[config.mk]
export PLATFORM = sky130hd
export DESIGN_NAME = stable_matching_proposals
export DESIGN_NICKNAME = d
export VERILOG_FILES = /design/src/rtl/core/smp_pkg.sv /design/src/rtl/core/stable_matching_proposals.sv
export SDC_FILE = /design/constraint.sdc
export NUM_CORES = 2
export LEC_CHECK = 0
export BUFFER_PORTS_ARGS = -buffer_cell sky130_fd_sc_hd__buf_4
export CAP_MARGIN = 25
export CORE_ASPECT_RATIO = 1.4
export CORE_MARGIN = 2
export CORE_UTILIZATION = 42
export CTS_CLUSTER_SIZE = 16
export DETAILED_ROUTE_END_ITERATION = 8
export MAX_ROUTING_LAYER = met4
export PLACE_DENSITY = 0.64
export RECOVER_POWER = 50
export SLEW_MARGIN = 15
export SYNTH_ARGS = -nofsm -noshare
export SYNTH_HDL_FRONTEND = slang
export SYNTH_SLANG_ARGS = --single-unit
[constraint.sdc]
create_clock -name clk_i -period 6 [get_ports clk_i]
set_input_delay 0.6 -clock clk_i [delete_from_list [all_inputs] [get_ports clk_i]]
set_output_delay 0.6 -clock clk_i [all_outputs]
set_load 0.02 [all_outputs]
[src/rtl/core/smp_pkg.sv]
// Shared types and constants for the stable matching block.
package smp_pkg;

  localparam int unsigned IDX_W        = 4;
  localparam int unsigned CNT_W        = 5;
  localparam int unsigned CMD_W        = 2;
  localparam int unsigned PERSON_LIMIT = 16;

  localparam logic [CMD_W-1:0] CMD_LOAD_PROP = 2'd0;
  localparam logic [CMD_W-1:0] CMD_LOAD_ACC  = 2'd1;
  localparam logic [CMD_W-1:0] CMD_RUN       = 2'd2;

  localparam logic [CNT_W-1:0] COUNT_RESET = 5'd16;

  typedef enum logic [5:0] {
    ST_IDLE = 6'b000001,
    ST_DEQ  = 6'b000010,
    ST_TRY  = 6'b000100,
    ST_LOOK = 6'b001000,
    ST_CMP  = 6'b010000,
    ST_EMIT = 6'b100000
  } state_e;

endpackage

[src/rtl/core/stable_matching_proposals.sv]
// Stable matching by proposals: preference tables, proposal sequencer, pair output.
// Loads are taken one beat per cycle while idle.
// A run dequeues a proposer, checks its list is not exhausted and looks up its next choice;
// a contested acceptor adds a rank compare (up to n*n proposals, one shared comparator).
// On an empty queue it sends n beats, one per cycle while the output does not stall.
// Asynchronous active-low reset clears control and partner flags, sets person count to 16.
module stable_matching_proposals #(
  parameter int unsigned MAX_PERSONS = 16
) (
  input  logic                        clk_i,
  input  logic                        rst_ni,
  input  logic                        cfg_we_i,
  input  logic [smp_pkg::CNT_W-1:0]   cfg_wdata_i,
  input  logic                        in_valid_i,
  output logic                        in_stall_o,
  input  logic [smp_pkg::CMD_W-1:0]   command_i,
  input  logic [smp_pkg::IDX_W-1:0]   person_i,
  input  logic [smp_pkg::IDX_W-1:0]   position_i,
  input  logic [smp_pkg::IDX_W-1:0]   choice_i,
  output logic                        out_valid_o,
  input  logic                        out_stall_i,
  output logic [smp_pkg::IDX_W-1:0]   proposer_o,
  output logic [smp_pkg::IDX_W-1:0]   partner_o,
  output logic                        matched_o,
  output logic                        last_o
);
  import smp_pkg::*;

  localparam int unsigned NMAX  = (MAX_PERSONS < PERSON_LIMIT) ? MAX_PERSONS : PERSON_LIMIT;
  localparam int unsigned LW    = $clog2(NMAX);
  localparam int unsigned PW    = $clog2(MAX_PERSONS);
  localparam int unsigned AW    = 2 * PW;
  localparam int unsigned DEPTH = 1 << AW;

  state_e             state_q;
  logic [CNT_W-1:0]   pcount_q;
  logic [LW:0]        n_q;
  logic [LW:0]        count_q;
  logic [LW-1:0]      head_q;
  logic [LW-1:0]      p_q;
  logic [LW-1:0]      a_q;
  logic [LW-1:0]      idx_q;
  logic [NMAX-1:0]    pp_valid_q;
  logic [NMAX-1:0]    ap_valid_q;
  logic [LW-1:0]      pp_acc_q  [NMAX];
  logic [LW-1:0]      ap_prop_q [NMAX];
  logic [LW:0]        np_q      [NMAX];
  logic [LW-1:0]      queue_q   [NMAX];

  logic [IDX_W-1:0]   pl_mem [DEPTH];
  logic [IDX_W-1:0]   ar_mem [DEPTH];
  logic [IDX_W-1:0]   pl_rd_q;
  logic [IDX_W-1:0]   ar_new_q;
  logic [IDX_W-1:0]   ar_held_q;

  logic               out_valid_q;
  logic [IDX_W-1:0]   proposer_q;
  logic [IDX_W-1:0]   partner_q;
  logic               matched_q;
  logic               last_q;

  logic               in_acc;
  logic               ld_prop;
  logic               ld_acc;
  logic               run_go;
  logic [CNT_W-1:0]   pc_eff;
  logic [LW:0]        run_n;
  logic [CNT_W-1:0]   cmp_a;
  logic [CNT_W-1:0]   cmp_b;
  logic               cmp_lt;
  logic [LW-1:0]      acc_a;
  logic               look_free;
  logic               bump;
  logic [LW-1:0]      held;
  logic [LW+1:0]      tail_sum;
  logic [LW-1:0]      tail;
  logic [LW-1:0]      head_nx;
  logic               out_free;
  logic               emit_last;

  assign in_stall_o = (state_q != ST_IDLE);
  assign in_acc     = in_valid_i && (state_q == ST_IDLE);
  assign ld_prop    = in_acc && (command_i == CMD_LOAD_PROP)
                      && (32'(person_i) < MAX_PERSONS) && (32'(position_i) < MAX_PERSONS);
  assign ld_acc     = in_acc && (command_i == CMD_LOAD_ACC)
                      && (32'(person_i) < MAX_PERSONS) && (32'(position_i) < MAX_PERSONS)
                      && (32'(choice_i) < MAX_PERSONS);
  assign run_go     = in_acc && (command_i == CMD_RUN);

  always_comb begin
    pc_eff = pcount_q;
    if (pcount_q == '0) begin
      pc_eff = CNT_W'(1);
    end else if (32'(pcount_q) > NMAX) begin
      pc_eff = CNT_W'(NMAX);
    end
  end
  assign run_n = (LW+1)'(pc_eff);

  // shared comparator
  always_comb begin
    cmp_a = '0;
    cmp_b = '0;
    unique case (state_q)
      ST_TRY: begin
        cmp_a = CNT_W'(np_q[p_q]);
        cmp_b = CNT_W'(n_q);
      end
      ST_LOOK: begin
        cmp_a = CNT_W'(pl_rd_q);
        cmp_b = CNT_W'(n_q);
      end
      ST_CMP: begin
        cmp_a = CNT_W'(ar_new_q);
        cmp_b = CNT_W'(ar_held_q);
      end
      default: ;
    endcase
  end
  assign cmp_lt = (cmp_a < cmp_b);

  assign acc_a     = LW'(pl_rd_q);
  assign look_free = !ap_valid_q[acc_a];
  assign bump      = (state_q == ST_CMP) && cmp_lt;
  assign held      = ap_prop_q[a_q];
  assign tail_sum  = (LW+2)'(head_q) + (LW+2)'(count_q);
  assign tail      = (32'(tail_sum) >= NMAX) ? LW'(tail_sum - (LW+2)'(NMAX)) : LW'(tail_sum);
  assign head_nx   = (32'(head_q) == NMAX - 1) ? '0 : head_q + LW'(1);
  assign out_free  = !out_valid_q || !out_stall_i;
  assign emit_last = ((LW+1)'(idx_q) + (LW+1)'(1)) == n_q;

  // preference tables
  always_ff @(posedge clk_i) begin
    if (ld_prop) begin
      pl_mem[{PW'(person_i), PW'(position_i)}] <= choice_i;
    end
    pl_rd_q <= pl_mem[{PW'(p_q), PW'(np_q[p_q])}];
  end

  always_ff @(posedge clk_i) begin
    if (ld_acc) begin
      ar_mem[{PW'(person_i), PW'(choice_i)}] <= position_i;
    end
    ar_new_q  <= ar_mem[{PW'(acc_a), PW'(p_q)}];
    ar_held_q <= ar_mem[{PW'(acc_a), PW'(ap_prop_q[acc_a])}];
  end

  // matching payload arrays
  always_ff @(posedge clk_i) begin
    if (run_go) begin
      for (int i = 0; i < NMAX; i++) begin
        queue_q[i] <= LW'(i);
        np_q[i]    <= '0;
      end
    end
    if ((state_q == ST_TRY) && cmp_lt) begin
      np_q[p_q] <= np_q[p_q] + (LW+1)'(1);
    end
    if ((state_q == ST_LOOK) && cmp_lt && look_free) begin
      pp_acc_q[p_q]    <= acc_a;
      ap_prop_q[acc_a] <= p_q;
    end
    if (bump) begin
      pp_acc_q[p_q]  <= a_q;
      ap_prop_q[a_q] <= p_q;
      queue_q[tail]  <= held;
    end
  end

  // sequencer and output register
  always_ff @(posedge clk_i or negedge rst_ni) begin
    if (!rst_ni) begin
      state_q     <= ST_IDLE;
      pcount_q    <= COUNT_RESET;
      n_q         <= '0;
      count_q     <= '0;
      head_q      <= '0;
      p_q         <= '0;
      a_q         <= '0;
      idx_q       <= '0;
      pp_valid_q  <= '0;
      ap_valid_q  <= '0;
      out_valid_q <= 1'b0;
      proposer_q  <= '0;
      partner_q   <= '0;
      matched_q   <= 1'b0;
      last_q      <= 1'b0;
    end else begin
      if (cfg_we_i) begin
        pcount_q <= cfg_wdata_i;
      end
      if (out_valid_q && !out_stall_i && (state_q != ST_EMIT)) begin
        out_valid_q <= 1'b0;
      end
      unique case (state_q)
        ST_IDLE: begin
          if (run_go) begin
            n_q        <= run_n;
            count_q    <= run_n;
            head_q     <= '0;
            pp_valid_q <= '0;
            ap_valid_q <= '0;
            state_q    <= ST_DEQ;
          end
        end
        ST_DEQ: begin
          if (count_q == '0) begin
            idx_q   <= '0;
            state_q <= ST_EMIT;
          end else begin
            p_q     <= queue_q[head_q];
            head_q  <= head_nx;
            count_q <= count_q - (LW+1)'(1);
            state_q <= ST_TRY;
          end
        end
        ST_TRY: begin
          state_q <= cmp_lt ? ST_LOOK : ST_DEQ;
        end
        ST_LOOK: begin
          if (!cmp_lt) begin
            state_q <= ST_TRY;
          end else if (look_free) begin
            pp_valid_q[p_q]   <= 1'b1;
            ap_valid_q[acc_a] <= 1'b1;
            state_q           <= ST_DEQ;
          end else begin
            a_q     <= acc_a;
            state_q <= ST_CMP;
          end
        end
        ST_CMP: begin
          if (cmp_lt) begin
            pp_valid_q[p_q]  <= 1'b1;
            pp_valid_q[held] <= 1'b0;
            count_q          <= count_q + (LW+1)'(1);
            state_q          <= ST_DEQ;
          end else begin
            state_q <= ST_TRY;
          end
        end
        ST_EMIT: begin
          if (out_free) begin
            out_valid_q <= 1'b1;
            proposer_q  <= IDX_W'(idx_q);
            partner_q   <= pp_valid_q[idx_q] ? IDX_W'(pp_acc_q[idx_q]) : '0;
            matched_q   <= pp_valid_q[idx_q];
            last_q      <= emit_last;
            if (emit_last) begin
              state_q <= ST_IDLE;
            end else begin
              idx_q <= idx_q + LW'(1);
            end
          end
        end
        default: state_q <= ST_IDLE;
      endcase
    end
  end

  assign out_valid_o = out_valid_q;
  assign proposer_o  = proposer_q;
  assign partner_o   = partner_q;
  assign matched_o   = matched_q;
  assign last_o      = last_q;

endmodule

Yosys cells after proc, flatten, opt, wreduce, memory -nomap -nowiden
Memories as Yosys holds them, arrays and structs flattened. A register that Yosys moved wholly into a read port is not among the register bits.
Index checks and enable logic that the tools add are counted.
{"block": "totals", "n_memories": 6, "regBits": 76, "ramBits": 2320}
{"memory": "ar_mem", "depth": 256, "width": 4, "read_ports": 2, "rd_clocked_by_memory_dff": 2, "wr": 1, "line_no": "stable_matching_proposals.sv:51", "rtl": "logic [IDX_W-1:0] ar_mem [DEPTH];"}
{"memory": "pl_mem", "depth": 256, "width": 4, "read_ports": 1, "rd_clocked_by_memory_dff": 1, "wr": 1, "line_no": "stable_matching_proposals.sv:50", "rtl": "logic [IDX_W-1:0] pl_mem [DEPTH];"}
{"memory": "np_q", "depth": 16, "width": 5, "read_ports": 1, "rd_clocked_by_memory_dff": 0, "wr": 16, "line_no": "stable_matching_proposals.sv:47", "rtl": "logic [LW:0] np_q [NMAX];"}
{"memory": "ap_prop_q", "depth": 16, "width": 4, "read_ports": 2, "rd_clocked_by_memory_dff": 0, "wr": 1, "line_no": "stable_matching_proposals.sv:46", "rtl": "logic [LW-1:0] ap_prop_q [NMAX];"}
{"memory": "pp_acc_q", "depth": 16, "width": 4, "read_ports": 1, "rd_clocked_by_memory_dff": 0, "wr": 1, "line_no": "stable_matching_proposals.sv:45", "rtl": "logic [LW-1:0] pp_acc_q [NMAX];"}
{"memory": "queue_q", "depth": 16, "width": 4, "read_ports": 1, "rd_clocked_by_memory_dff": 1, "wr": 16, "line_no": "stable_matching_proposals.sv:48", "rtl": "logic [LW-1:0] queue_q [NMAX];"}
{"block": "op_classes", "n_mux": 70, "n_eq_ne": 21, "n_bitwise": 6, "magnitude_cmp": 10, "reduce_logical": 40, "n_addsub": 8}
{"cell": "16-bit 2-to-1 mux", "count": 6}
{"cell": "4-bit 2-to-1 mux", "count": 15}
{"cell": "16-bit case mux with 3 select lines", "count": 1}
{"cell": "5-bit 2-to-1 mux", "count": 8}
{"cell": "6-bit case mux with 6 select lines", "count": 1}
{"cell": "16-bit bitwise OR", "count": 2}
{"cell": "16-bit case mux with 2 select lines", "count": 1}
{"cell": "5-bit case mux with 3 select lines", "count": 2}
{"cell": "6-bit 2-to-1 mux", "count": 4}
{"cell": "1-bit 2-to-1 mux", "count": 23}
{"cell": "4-bit by 5-bit less-than comparator with 1-bit output (second input constant)", "count": 4}
{"cell": "2-bit inequality test (second input constant)", "count": 9}
{"cell": "16-bit AND", "count": 1}
{"cell": "16-bit NOT", "count": 1}
{"cell": "4-bit case mux with 2 select lines", "count": 2}
{"cell": "1-bit logical AND", "count": 13}
{"cell": "1-bit demux with 4-bit select", "count": 3}
{"cell": "4-bit by 1-bit >= comparator with 1-bit output (second input constant)", "count": 3}
{"cell": "4-bit AND reduction", "count": 3}
{"cell": "5-bit by 1-bit adder with 5-bit output (second input constant)", "count": 2}
{"cell": "5-bit zero test", "count": 2}
{"cell": "5-bit case mux with 2 select lines", "count": 1}
{"cell": "3-bit AND reduction", "count": 3}
{"cell": "4-bit by 1-bit adder with 4-bit output (second input constant)", "count": 2}
{"cell": "33 further kinds", "count": 43}

Logic depth before layout (Yosys ltp)
{"block": "depth", "depth_word": 9, "mapped_depth": 20, "depth_no_buf": 13}

Least setup slack after synthesis
OpenSTA, ideal clock, no wires.
{"block": "synth_timing", "path_type": "register to register", "start": "reg p_q[1] (read register of queue_q)", "end": "mem pp_acc_q[0][0] in the netlist's numbering (data pin)", "path_slack_ns": 0.972, "t_arrival_ns": 4.698, "path_stages_with_launch": 20, "n_path_buf": 8, "cell_sequence": "dfrtp_1 -> buf_2 -> buf_6 -> mux4_2 -> mux2_2 -> and2_1 -> nor2_1 -> buf_2 -> buf_2 -> buf_2 -> buf_1 -> o21ai_0 -> ha_1 -> nor3_1 -> nor2_1 -> o41ai_2 -> buf_2 -> and2_1 -> buf_2 -> o21ai_0"}
{"block": "synth_via", "elab_chain_cells": 7}
{"element": "start: declaration", "line_no": "stable_matching_proposals.sv:40", "rtl": "logic [LW-1:0] p_q;"}
{"element": "memory 16 x 5 bit"}
{"element": "5-bit case mux with 3 select lines", "line_no": "stable_matching_proposals.sv:104", "rtl": "unique case (state_q)"}
{"element": "5-bit less-than comparator", "line_no": "stable_matching_proposals.sv:120", "rtl": "assign cmp_lt = (cmp_a < cmp_b);"}
{"element": "1-bit logical AND", "line_no": "stable_matching_proposals.sv:124", "rtl": "assign bump = (state_q == ST_CMP) && cmp_lt;"}
{"element": "1-bit 2-to-1 mux", "line_no": "stable_matching_proposals.sv:163", "rtl": "if (bump) begin"}
{"element": "1-bit 2-to-1 mux (not written as such)", "line_no": "stable_matching_proposals.sv:164", "rtl": "pp_acc_q[p_q] <= a_q;"}
{"element": "4-bit 2-to-1 mux (no source line)"}
{"element": "end: declaration", "line_no": "stable_matching_proposals.sv:45"}
No other way between the ends.

Worst setup path after layout
{"block": "layout_timing", "start": "in choice_i[0] in the netlist's numbering", "end": "mem pl_mem[58][0] (data pin)"}
{"element": "start: declaration", "line_no": "stable_matching_proposals.sv:19", "rtl": "input logic [smp_pkg::IDX_W-1:0] choice_i,"}
{"element": "end: declaration", "line_no": "stable_matching_proposals.sv:50"}
No word-level cell before the write port.

==> flow_summary.json <==
{
  "outcome": "finished, violations left",
  "violations": "capacitance limit, slew limit",
  "via_per_inst": 6.31,
  "syn-num-nets": 7643,
  "regArea_um2": 71900,
  "avgRoutedWirePerCell_um": 30.7,
  "use_met2_pct": 43.0,
  "drive_gt1_share_pct": 15.0,
  "std_cell_rows": 219,
  "drcViolationCount": 0,
  "cts_tree": "yes",
  "cts-resized-gates": 0,
  "grt_setup_unrepaired": "false",
  "pre_cts_ws_ns": 0.574,
  "fin_tns_setup_ns": 0,
  "max_clock_freq_mhz": 170,
  "worstMarginPinSlew_ns": 3.97,
  "slew_viol_final": 1868,
  "power_density_nw_per_um2": 552,
  "ys_warn_count": 0,
  "multi_input_area_um2": 33000,
  "final_common_cell": "edfxtp_1",
  "dieWidth_um": 431,
  "clock_latency_ns": 0.93,
  "cp.required_ns": 6.40,
  "grt_usage_pct": 26.4,
  "cts_buffers": 225,
  "ys_seq_elements": 2412,
  "cts_max_path_buffers": 4,
  "cp_max_fo": 77,
  "numClockSinks": 2412,
  "cts_setup_buffers": 0,
  "netlist_instances": 7607,
  "max_slew_margin_pct": -164,
  "num_vias": 69852,
  "die_y_um": 602,
  "ant_nets": 0,
  "critPathCaptureType": "flop",
  "grt_util_met3_pct": 3.94,
  "start_util_pct": 42.2,
  "cts.clk_slew.worst_paths_ns": 0.07,
  "max-cap-violations": 32,
  "grt_pass1_vias": 69726,
  "fin_cells": 11067,
  "h-tree-depth": 4,
  "antenna_found_initial": 12,
  "peakVddDrop_uv": 788,
  "layout_common_cells": "edfxtp_1, nand2_1, nor2_1",
  "portBuffers": 35,
  "ys.flop_type": "edfxtp_1",
  "hold_buffers": 11,
  "fillers": 21717,
  "grt_util_met1_pct": 30.4,
  "hpwl_mm": 220,
  "finalHoldViolations": 0,
  "grt_pass1_wl_mm": 487,
  "finalSetupViolations": 0,
  "synth_area_per_cell_um2": 14.1,
  "dp_cells": 10635,
  "grt_max_degree": 157,
  "ys_types": 96,
  "grt-busiest-layer": "met2",
  "synthesis.area_um2": 107000,
  "first_pass_iters": 7,
  "fin_crit_ns": 5.87,
  "cts_root_buffer": "clkbuf_16",
  "drtIter0Drc": 9347,
  "coreArea_um2": 254000,
  "final_nets": 7597,
  "grt_overflow": 0,
  "crit_type": "in2reg",
  "synth_edf_count": 2320,
  "synth_seq_area_share_pct": 67.0,
  "critPathLaunchType": "input pin",
  "place.gp.congestion": 0.957,
  "clock_skew_ns": 0.165,
  "p_leak_uw": 0.0378,
  "syn2layout_area_growth_pct": 10.7,
  "die_area_um2": 260000,
  "period_share_pct": 97.9,
  "finalWirelength_mm": 339,
  "cp.arrival_ns": 6.27,
  "hp-class": "in2reg",
  "io_pins": 36,
  "synth-async-reset-ratio_pct": 3.32,
  "fin_ws_ns": 0.126
}
state kept, by name, summed over array words and instances (netlist names), 4 cells and up:
register and count:
n_q 5, acc_a 4, head_q 4, state_q 6, ap_valid_q 16, pl_mem 1024, pcount_q 5, partner_o 4
ar_held_q 4, np_q 80, pp_acc_q 64, idx_q 4, ap_prop_q 64, a_q 4, queue_q 64, ar_mem 1024
pp_valid_q 16, p_q 4, count_q 5, proposer_o 4, ar_new_q 4
routing by layer:
layer,wire (um),vias up,part of all wire [%]
li1,-,29235,-
met1,117000,35485,34
met2,167000,4043,49
met3,28700,1089,8.5
met4,26900,0,7.9
met5,0,-,0
per-stage QoR:
step	hold slack, ns	total power, uW	util, %	area (um2)
finish	0.0467	65600	46.8	119000
global placement	0.481	50400	43.9	111000
floorplan	0.304	38900	-	107000
global route	0.0465	67500	46.8	119000
detailed placement	0.486	50700	43.9	112000
CTS	0.00970	65100	46.8	119000
cells in the mapped netlist (15+ instances only):
master	n	share of area, %
a21oi_1	271	1.3
mux2_2	48	0.50
mux2i_1	213	2.0
a22o_1	24	0.20
edfxtp_1	2320	65
nor2b_1	26	0.15
o21ai_0	152	0.71
buf_6	15	0.16
clkbuf_1	252	0.88
and2_1	18	0.10
dfrtp_1	78	1.8
a31oi_1	122	0.71
a211oi_1	55	0.38
nand4_1	87	0.51
buf_1	69	0.24
buf_2	190	0.89
nand2b_1	27	0.16
o22ai_1	26	0.15
nand3_1	365	1.7
nor2_1	827	2.9
a221oi_1	25	0.20
nor3_1	33	0.15
o22a_1	18	0.15
and3_1	51	0.30
a32oi_1	119	0.97
a22oi_1	93	0.65
nand2_1	1288	4.5
buf_4	35	0.24
mux4_2	472	9.9
critical path, stage by stage:
cell and delay (ns):
clkbuf_1 2.65, clkbuf_2 1.42, clkbuf_2 1.44
final cells by class:
cell class	count	share of cell area, %
Sequential cell	2412	60.5
Multi-Input combinational cell	4618	27.7
Clock buffer	286	5.11
Tap cell	3315	3.49
Timing Repair Buffer	289	1.96
Clock inverter	121	1.07
Inverter	15	0.0579
Antenna cell	11	0.0232
final timing paths:
kind	startpoint	to	slack [ns]	cells past startpoint
worst max-delay path	choice_i[0]	pl_mem[58][0]$_DFFE_PP_	0.13	3
min in group asynchronous	rst_ni	pcount_q[1]$_DFFE_PN0P_	0.39	2
worst max register to register	p_q[1]$_DFFE_PN0P_	ar_new_q[1]$_DFF_P_	0.28	6
worst min register to register	matched_o$_DFFE_PN0P_	matched_o$_DFFE_PN0P_	0.49	2
max in group asynchronous	rst_ni	p_q[3]$_DFFE_PN0P_	1.23	3
worst min-delay path	out_stall_i	out_valid_o$_DFF_PN0_	0.05	3
logic make-up (layout without fill, tap and decap cells):
logic type,count (synthesis),count (layout),share of synthesized area [%]
muxes,746,746,12.7
buffers and inverters,577,711,2.48
other,0,11,0
and+or+nand+nor,2792,2792,11.0
DFF,2412,2412,67.0
adders and majority gates,12,12,0.147
AOI/OAI and AO/OA,1055,1055,6.62
xor gates and xnor gates,13,13,0.106
power by group:
group | leakage [uW] | internal (uW) | switching (uW) | total, uW
clock network | 0.00357 | 8130 | 6370 | 14500
registers | 0.0220 | 18900 | 626 | 19500
logic | 0.0122 | 10500 | 21100 | 31600
Note: power is estimated with default switching activity, not from simulation.
